[src/hdl/erv_pkg.sv]
`default_nettype none
// ----------------------------------------------------------------------------
// erv_pkg
// Shared types and constants of the event record validator.
// ----------------------------------------------------------------------------
package erv_pkg;

   // width of the per-record byte counter
   localparam int LENGTH_BITS = 16;

   typedef logic [LENGTH_BITS-1:0] count_type;

   typedef enum logic [7:0] {
      PH_TAG      = 8'b0000_0001,
      PH_TYPE     = 8'b0000_0010,
      PH_SKIP     = 8'b0000_0100,
      PH_STRLEN   = 8'b0000_1000,
      PH_COUNT    = 8'b0001_0000,
      PH_ITEMTYPE = 8'b0010_0000,
      PH_DONE     = 8'b0100_0000,
      PH_ERROR    = 8'b1000_0000
   } phase_type;

   typedef enum logic [2:0] {
      ERR_OK     = 3'd0,
      ERR_LENGTH = 3'd1,
      ERR_TRUNC  = 3'd2,
      ERR_TYPE   = 3'd3,
      ERR_ITEM   = 3'd4
   } err_type;

   typedef enum logic [1:0] {
      CSR_INT_CODE    = 2'd0,
      CSR_LONG_CODE   = 2'd1,
      CSR_STRING_CODE = 2'd2,
      CSR_LIST_CODE   = 2'd3
   } csr_index_type;

   localparam logic [31:0] INT_BYTES  = 32'd4;
   localparam logic [31:0] LONG_BYTES = 32'd8;

   typedef struct packed {
      logic [7:0]  data_byte;
      logic        first_byte;
      logic        last_byte;
      logic [15:0] declared_length;
   } req_payload_type;

   typedef struct packed {
      logic        record_ok;
      logic [2:0]  error_code;
      logic [31:0] error_total;
   } rsp_payload_type;

endpackage
`default_nettype wire

[src/hdl/event_record_validator.sv]
`default_nettype none
// ----------------------------------------------------------------------------
// event_record_validator
// Parses tag/type/body event records one byte per beat and reports one
// verdict per record with a saturating failure count.
// ----------------------------------------------------------------------------
//  channel | dir | handshake             | payload
//  req     | in  | req_valid/req_ready   | req_payload (byte, first, last, length)
//  rsp     | out | rsp_valid/rsp_ready   | rsp_payload (ok, code, total)
//  csr     | in  | csr_valid/csr_ready   | csr_index, csr_data
//
// One byte per cycle unless a last byte is held: an input register feeds the
// parse update and the result register, and rsp_valid is set as a last byte
// leaves the input register. Synchronous reset clears parse state and the
// failure count and restores the default type codes. A last byte waits in the
// input register while the result register is full and not taken; req_ready
// stays low until it moves on. csr writes are always accepted.
// ----------------------------------------------------------------------------
module event_record_validator (
   input  wire                       clock,
   input  wire                       reset,
   input  wire                       req_valid,
   output logic                      req_ready,
   input  erv_pkg::req_payload_type  req_payload,
   output logic                      rsp_valid,
   input  wire                       rsp_ready,
   output erv_pkg::rsp_payload_type  rsp_payload,
   input  wire                       csr_valid,
   output logic                      csr_ready,
   input  erv_pkg::csr_index_type    csr_index,
   input  wire  [7:0]                csr_data
);

   // input register
   logic                      in_valid_ff;
   erv_pkg::req_payload_type  in_pl_ff;
   logic                      in_advance;

   // type codes
   logic [7:0] int_code_ff, long_code_ff, string_code_ff, list_code_ff;

   // parse state
   erv_pkg::phase_type  phase_ff,  phase_in;
   logic [31:0]         skip_ff,   skip_in;
   logic [31:0]         lasm_ff,   lasm_in;
   logic [1:0]          lbi_ff,    lbi_in;
   logic [7:0]          items_ff,  items_in;
   logic                inlist_ff, inlist_in;
   erv_pkg::count_type  bytes_ff,  bytes_in;
   logic [15:0]         expect_ff, expect_in;
   erv_pkg::err_type    ferr_ff,   ferr_in;
   logic                over_ff,   over_in;
   logic [31:0]         errcnt_ff, errcnt_in;

   // result register
   logic                      rsp_valid_ff;
   erv_pkg::rsp_payload_type  rsp_pl_ff;
   erv_pkg::err_type          verdict;

   assign in_advance = in_valid_ff &&
                       (!in_pl_ff.last_byte || !rsp_valid_ff || rsp_ready);
   assign req_ready  = !in_valid_ff || in_advance;
   assign csr_ready  = 1'b1;
   assign rsp_valid  = rsp_valid_ff;
   assign rsp_payload = rsp_pl_ff;

   always_ff @(posedge clock) begin
      if (reset) begin
         in_valid_ff <= 1'b0;
      end else if (req_ready) begin
         in_valid_ff <= req_valid;
      end
      if (req_ready && req_valid) begin
         in_pl_ff <= req_payload;
      end
   end

   always_ff @(posedge clock) begin
      if (reset) begin
         int_code_ff    <= 8'd0;
         long_code_ff   <= 8'd1;
         string_code_ff <= 8'd2;
         list_code_ff   <= 8'd3;
      end else if (csr_valid) begin
         case (csr_index)
            erv_pkg::CSR_INT_CODE:    int_code_ff    <= csr_data;
            erv_pkg::CSR_LONG_CODE:   long_code_ff   <= csr_data;
            erv_pkg::CSR_STRING_CODE: string_code_ff <= csr_data;
            erv_pkg::CSR_LIST_CODE:   list_code_ff   <= csr_data;
            default: ;
         endcase
      end
   end

   always_comb begin
      logic [7:0] b;
      b = in_pl_ff.data_byte;

      phase_in  = phase_ff;
      skip_in   = skip_ff;
      lasm_in   = lasm_ff;
      lbi_in    = lbi_ff;
      items_in  = items_ff;
      inlist_in = inlist_ff;
      bytes_in  = bytes_ff;
      expect_in = expect_ff;
      ferr_in   = ferr_ff;
      over_in   = over_ff;
      errcnt_in = errcnt_ff;
      verdict   = erv_pkg::ERR_OK;

      if (in_advance) begin
         if (in_pl_ff.first_byte) begin
            phase_in  = erv_pkg::PH_TAG;
            skip_in   = '0;
            lasm_in   = '0;
            lbi_in    = '0;
            items_in  = '0;
            inlist_in = 1'b0;
            bytes_in  = '0;
            expect_in = in_pl_ff.declared_length;
            ferr_in   = erv_pkg::ERR_OK;
            over_in   = 1'b0;
         end

         if (bytes_in != '1) begin
            bytes_in = bytes_in + erv_pkg::count_type'(1);
         end else begin
            over_in = 1'b1;
         end

         case (phase_in)
            erv_pkg::PH_TAG: begin
               if (lbi_in == 2'd3) begin
                  lbi_in   = '0;
                  phase_in = erv_pkg::PH_TYPE;
               end else begin
                  lbi_in = lbi_in + 2'd1;
               end
            end
            erv_pkg::PH_TYPE: begin
               if (b == int_code_ff) begin
                  skip_in  = erv_pkg::INT_BYTES;
                  phase_in = erv_pkg::PH_SKIP;
               end else if (b == long_code_ff) begin
                  skip_in  = erv_pkg::LONG_BYTES;
                  phase_in = erv_pkg::PH_SKIP;
               end else if (b == string_code_ff) begin
                  lasm_in  = '0;
                  lbi_in   = '0;
                  phase_in = erv_pkg::PH_STRLEN;
               end else if (b == list_code_ff) begin
                  phase_in = erv_pkg::PH_COUNT;
               end else begin
                  ferr_in  = erv_pkg::ERR_TYPE;
                  phase_in = erv_pkg::PH_ERROR;
               end
            end
            erv_pkg::PH_STRLEN: begin
               lasm_in = lasm_in | ({24'd0, b} << {lbi_in, 3'b000});
               if (lbi_in == 2'd3) begin
                  lbi_in  = '0;
                  skip_in = lasm_in;
                  if (lasm_in == '0) begin
                     phase_in = (inlist_in && items_in != '0) ?
                                erv_pkg::PH_ITEMTYPE : erv_pkg::PH_DONE;
                  end else begin
                     phase_in = erv_pkg::PH_SKIP;
                  end
               end else begin
                  lbi_in = lbi_in + 2'd1;
               end
            end
            erv_pkg::PH_COUNT: begin
               items_in  = b;
               inlist_in = 1'b1;
               phase_in  = (b == 8'd0) ? erv_pkg::PH_DONE : erv_pkg::PH_ITEMTYPE;
            end
            erv_pkg::PH_ITEMTYPE: begin
               if (items_in != '0) begin
                  items_in = items_in - 8'd1;
               end
               // string wins over int and long when codes coincide
               if (b == string_code_ff) begin
                  lasm_in  = '0;
                  lbi_in   = '0;
                  phase_in = erv_pkg::PH_STRLEN;
               end else if (b == int_code_ff) begin
                  skip_in  = erv_pkg::INT_BYTES;
                  phase_in = erv_pkg::PH_SKIP;
               end else if (b == long_code_ff) begin
                  skip_in  = erv_pkg::LONG_BYTES;
                  phase_in = erv_pkg::PH_SKIP;
               end else begin
                  ferr_in  = erv_pkg::ERR_ITEM;
                  phase_in = erv_pkg::PH_ERROR;
               end
            end
            erv_pkg::PH_SKIP: begin
               if (skip_in != '0) begin
                  skip_in = skip_in - 32'd1;
               end
               if (skip_in == '0) begin
                  phase_in = (inlist_in && items_in != '0) ?
                             erv_pkg::PH_ITEMTYPE : erv_pkg::PH_DONE;
               end
            end
            default: ;
         endcase

         if (in_pl_ff.last_byte) begin
            if (over_in || (32'(bytes_in) != 32'(expect_in))) begin
               verdict = erv_pkg::ERR_LENGTH;
            end else if (ferr_in != erv_pkg::ERR_OK) begin
               verdict = ferr_in;
            end else if (phase_in != erv_pkg::PH_DONE) begin
               verdict = erv_pkg::ERR_TRUNC;
            end else begin
               verdict = erv_pkg::ERR_OK;
            end

            if (verdict != erv_pkg::ERR_OK && errcnt_ff != '1) begin
               errcnt_in = errcnt_ff + 32'd1;
            end

            // next record starts with no declared length
            phase_in  = erv_pkg::PH_TAG;
            skip_in   = '0;
            lasm_in   = '0;
            lbi_in    = '0;
            items_in  = '0;
            inlist_in = 1'b0;
            bytes_in  = '0;
            expect_in = '0;
            ferr_in   = erv_pkg::ERR_OK;
            over_in   = 1'b0;
         end
      end
   end

   always_ff @(posedge clock) begin
      if (reset) begin
         phase_ff  <= erv_pkg::PH_TAG;
         skip_ff   <= '0;
         lasm_ff   <= '0;
         lbi_ff    <= '0;
         items_ff  <= '0;
         inlist_ff <= 1'b0;
         bytes_ff  <= '0;
         expect_ff <= '0;
         ferr_ff   <= erv_pkg::ERR_OK;
         over_ff   <= 1'b0;
         errcnt_ff <= '0;
      end else begin
         phase_ff  <= phase_in;
         skip_ff   <= skip_in;
         lasm_ff   <= lasm_in;
         lbi_ff    <= lbi_in;
         items_ff  <= items_in;
         inlist_ff <= inlist_in;
         bytes_ff  <= bytes_in;
         expect_ff <= expect_in;
         ferr_ff   <= ferr_in;
         over_ff   <= over_in;
         errcnt_ff <= errcnt_in;
      end
   end

   always_ff @(posedge clock) begin
      if (reset) begin
         rsp_valid_ff <= 1'b0;
      end else if (in_advance && in_pl_ff.last_byte) begin
         rsp_valid_ff <= 1'b1;
      end else if (rsp_ready) begin
         rsp_valid_ff <= 1'b0;
      end
      if (in_advance && in_pl_ff.last_byte) begin
         rsp_pl_ff.record_ok   <= (verdict == erv_pkg::ERR_OK);
         rsp_pl_ff.error_code  <= verdict;
         rsp_pl_ff.error_total <= errcnt_in;
      end
   end

   // verdict flag and code agree
   a_ok_matches_code: assert property (@(posedge clock) disable iff (reset)
      rsp_valid_ff |-> (rsp_pl_ff.record_ok == (rsp_pl_ff.error_code == erv_pkg::ERR_OK)))
      else $error("record_ok disagrees with error_code");

   // failure count never goes down
   a_count_monotone: assert property (@(posedge clock) disable iff (reset)
      !reset |=> (errcnt_ff >= $past(errcnt_ff)))
      else $error("error count decreased");

   // a processed last byte loads a result that holds the updated failure count
   a_rsp_after_last: assert property (@(posedge clock) disable iff (reset)
      (in_advance && in_pl_ff.last_byte) |=> (rsp_valid_ff &&
         rsp_pl_ff.error_total == errcnt_ff))
      else $error("result register not loaded on last byte");

endmodule
`default_nettype wire
[config.mk]
export PLATFORM = sky130hd
export DESIGN_NAME = event_record_validator
export DESIGN_NICKNAME = d
export VERILOG_FILES = /design/src/hdl/erv_pkg.sv /design/src/hdl/event_record_validator.sv
export SDC_FILE = /design/constraint.sdc
export NUM_CORES = 1
export LEC_CHECK = 0
export BUFFER_PORTS_ARGS = -buffer_cell sky130_fd_sc_hd__buf_2
export CAP_MARGIN = 25
export CORE_UTILIZATION = 62
export CTS_CLUSTER_SIZE = 10
export DETAILED_ROUTE_END_ITERATION = 8
export PLACE_DENSITY = 0.89
export SLEW_MARGIN = 15
export SYNTH_ARGS = -nofsm -noshare
export SYNTH_HDL_FRONTEND = slang
export SYNTH_SLANG_ARGS = --single-unit
[constraint.sdc]
create_clock -name clock -period 6.65 [get_ports clock]
set_clock_uncertainty 0.1 [all_clocks]
set_input_delay 0.665 -clock clock [delete_from_list [all_inputs] [get_ports clock]]
set_output_delay 0.665 -clock clock [all_outputs]
set_load 0.01 [all_outputs]
==> results.toml <==
[routing]
dr.pass1.iters = 6
drtIter0Drc = 1506
via_per_inst = 6.63
wirelength_um = 38600
antenna_left = 0
wl_per_cell_um = 19.9
drc_errors = 0
dr_total_vias = 12800

[grt]
grt_pass1_vias = 11800
grt_max_degree = 133
grt_pass1_wl_um = 60700
grt.overflow.total = 0
grt_usage_pct = 33.1
antenna_found_initial = 0

[pwr]
p_seq_share_pct = 49.9
powerDensity_nw_per_um2 = 212
switching_power_mw = 0.762
power_frac_clock_pct = 44.0
peakVddDrop_mv = 0.236
swShare_pct = 23.9
combPwrFrac_pct = 6.1
p_leak_nw = 5.67
internal_power_mw = 2.43

[cts]
cts_tree = "yes"
numCtsBuffers = 29
cts-resized-gates = 0
ctsRootBufferMaster = "clkbuf_16"
cts_max_level = 1
postCtsSetupBuffers = 0
hold_buffers = 0
clock_sinks = 247
clockBufferDepth = 3
clk_pin_slew_worst_paths_ps = 60
clock_latency_ps = 550

[place]
gp_congestion = 0.932
portBuffers = 78
dp_hpwl_um = 25400
post-place-ws_ps = 1370

[sta]
setup-tns-final_ps = 0
hold_viol = 0
post-route-min-period_ps = 5380
worst_pin_slew_ps = 1040
fmax_mhz = 186
fin_crit_sh_pct = 80.9
drv_slew = 0
setup_slack_ps = 1270
setup_viol = 0
max_slew_margin_pct = 30.5
rsz0062_at_grt = "no"

[floorplan]
core_um2 = 21900
dieWidth_um = 152
die_area_um2 = 23000
rows = 54
pin_count = 80
dieHeight_um = 152
start_util_pct = 63.3

[job]
maxCapViolations = 0

[logic_synthesis]
ys_seq_elements = 247
ys_async_sr_fraction_pct = 0
ys.flop_type = "dfxtp_1"
synth_enable_flop_cells = 62
synth_warnings = 0
synth_seq_area_share_pct = 40.1
synth_nets = 1678
synth.distinct_cells = 96
syn_area_per_cell_um2 = 8.50
synth_area_um2 = 13900
syn_inst = 1631

[worst_setup_path]
worst_setup_path_end_kind = "flip-flop"
slowest_stage = "nor4_4"
crit_type = "reg -> reg"
slowest_delay_ps = 760
cp.arrival_ps = 5710
cp_max_fo = 23
start_kind = "flip-flop"
cp.required_ps = 6980
worstPathCellList = "nor2b_1 > ha_1 > nand2_1 > nor4_4 > a21oi_1 > xnor2_1 > or3_1 > or4b_1 > nor4b_2 > a21o_2 > nand2_2 > nand4_1 > mux2_1"

[layout]
drive_gt1_share_pct = 10.7
fin_nets = 1682
n_antenna_cell = 0
fillers = 1705
area_growth_pct = 8.54

[min_path]
hp-class = "in -> reg"

[run_status]
status = "finished clean"
## Yosys cell counts (all sizes together), types with 5 or more instances
| cell type | count | share of area [%] |
|---|---|---|
| inv | 23 | 0.62 |
| nor2 | 248 | 6.8 |
| dfxtp | 185 | 27 |
| xnor2 | 59 | 3.7 |
| nand4 | 29 | 1.4 |
| mux2 | 26 | 2.3 |
| a22oi | 84 | 4.5 |
| or4 | 10 | 0.62 |
| nand2b | 9 | 0.46 |
| a32oi | 6 | 0.38 |
| nand3b | 6 | 0.32 |
| o2111ai | 5 | 0.32 |
| edfxtp | 62 | 13 |
| ha | 6 | 0.54 |
| nor2b | 53 | 2.4 |
| a21o | 5 | 0.28 |
| nor3b | 9 | 0.52 |
| nand2 | 131 | 3.6 |
| nand3 | 49 | 1.8 |
| and4 | 6 | 0.38 |
| nand4b | 6 | 0.42 |
| xor2 | 39 | 2.5 |
| o21ai | 68 | 2.5 |
| a21oi | 106 | 3.8 |
| o41ai | 5 | 0.32 |
| o211ai | 7 | 0.45 |
| a22o | 20 | 1.3 |
| and3 | 18 | 0.81 |
| clkbuf | 84 | 2.3 |
| buf | 34 | 1.4 |
| o32ai | 7 | 0.44 |
| a31oi | 19 | 0.86 |
| o221ai | 5 | 0.32 |
| nor3 | 44 | 1.7 |
| or3 | 15 | 0.71 |
| o31ai | 9 | 0.49 |
| nor4 | 29 | 1.8 |
| and2 | 12 | 0.58 |
| mux2i | 24 | 1.7 |
| a2111oi | 5 | 0.51 |
| a211oi | 15 | 0.94 |
## cells in the final DEF, fill, tap and decap left out, types with 6 or more instances in the layout
master	instances
clkbuf_16	29
mux2_1	19
inv_1	22
and4_1	6
clkbuf_1	18
mux2_4	6
o31ai_1	9
nor4_1	22
nor2_1	243
edfxtp_1	62
o32ai_1	7
a22o_1	20
nand3_1	47
xor2_1	39
o21ai_0	64
and3_1	18
a21oi_1	106
nand3b_1	6
or3_1	14
or4_1	7
ha_1	6
nand4_1	28
buf_2	77
xnor2_1	59
a31oi_1	18
mux2i_1	24
dfxtp_1	185
and2_1	9
nand2_1	128
buf_4	10
nor3b_1	8
a32oi_1	6
nand2b_1	8
a211oi_1	13
nor3_1	42
nor2b_1	53
a22oi_1	84
## cell type report
class | instances | area [um2] | area share (%)
clock inverter | 4 | 23.8 | 0.158
timing repair buffer | 91 | 518 | 3.44
sequential | 247 | 5570 | 37.0
multi-input combinational | 1242 | 7710 | 51.2
tap | 280 | 350 | 2.33
inverter | 24 | 90.1 | 0.599
clock buffer | 47 | 793 | 5.27
## flip-flops by register name, summed over array words and instances (netlist names), 2 cells and up
name,count
rsp_payload,36
errcnt_ff,32
lasm_ff,32
skip_ff,32
in_pl_ff,26
bytes_ff,16
expect_ff,16
int_code_ff,8
items_ff,8
list_code_ff,8
long_code_ff,8
phase_ff,8
string_code_ff,8
ferr_ff,3
lbi_ff,2
## routing by layer
layer	vias up	GRT usage [%]	wire length [um]
li1	5942	-	-
met1	6056	44.2	15700
met2	717	54.6	18100
met3	117	4.82	3640
met4	0	11.3	1090
met5	-	0	0
## power by group through the flow
stage | combinational (mW) | sequential (mW) | clock (mW)
3_3_place_gp | 0.182 | 1.62 | 0
5_1_grt | 0.209 | 1.59 | 1.48
2_1_floorplan | 0.144 | 1.61 | 0
6_report | 0.195 | 1.59 | 1.41
3_5_place_dp | 0.187 | 1.62 | 0
4_1_cts | 0.190 | 1.59 | 1.42
## kinds of logic after synthesis
logic type	Yosys count	synth area share (%)
XOR/XNOR	98	6.19
AO/OA/AOI/OAI	402	19.8
other	1	0.0270
flip-flops	247	40.1
buffers and inverters	142	4.35
adder cells (fa/ha/maj)	6	0.541
multiplexers	50	4.01
AND/OR/NAND/NOR	685	25.0
## worst paths after layout
kind / from / to / slack [ps] / depth (start not counted)
min reg2reg: string_code_ff[5]$_SDFFE_PP0P_ / string_code_ff[5]$_SDFFE_PP0P_ / 370 / 2
max reg2reg: in_pl_ff[17]$_DFFE_PP_ / errcnt_ff[15]$_SDFF_PP0_ / 1270 / 13
min: req_payload[5] / in_pl_ff[5]$_DFFE_PP_ / 190 / 1
max: in_pl_ff[17]$_DFFE_PP_ / errcnt_ff[15]$_SDFF_PP0_ / 1270 / 13
## critical path, delay by kind of cell, from the launching register on
kind / cells / cell delay [ps]
fa+ha+maj: 1 / 350
mux: 1 / 340
compound gates: 2 / 480
simple gates: 8 / 3090
xor+xnor: 1 / 200
flops: 1 / 710
## stage by stage
stage / hold slack [ps] / util [%] / power [mW] / instances / cell area, um2
after floorplan: 345 / - / 1.75 / 1631 / 13900
after global placement: 353 / 64.9 / 1.80 / 1882 / 14200
after detailed placement: 361 / 64.9 / 1.81 / 1882 / 14200
after CTS: 172 / 68.6 / 3.20 / 1933 / 15000
after global routing: 170 / 68.8 / 3.29 / 1935 / 15100
final: 189 / 68.8 / 3.19 / 1935 / 15100
Power figures use the tool's default switching activity.
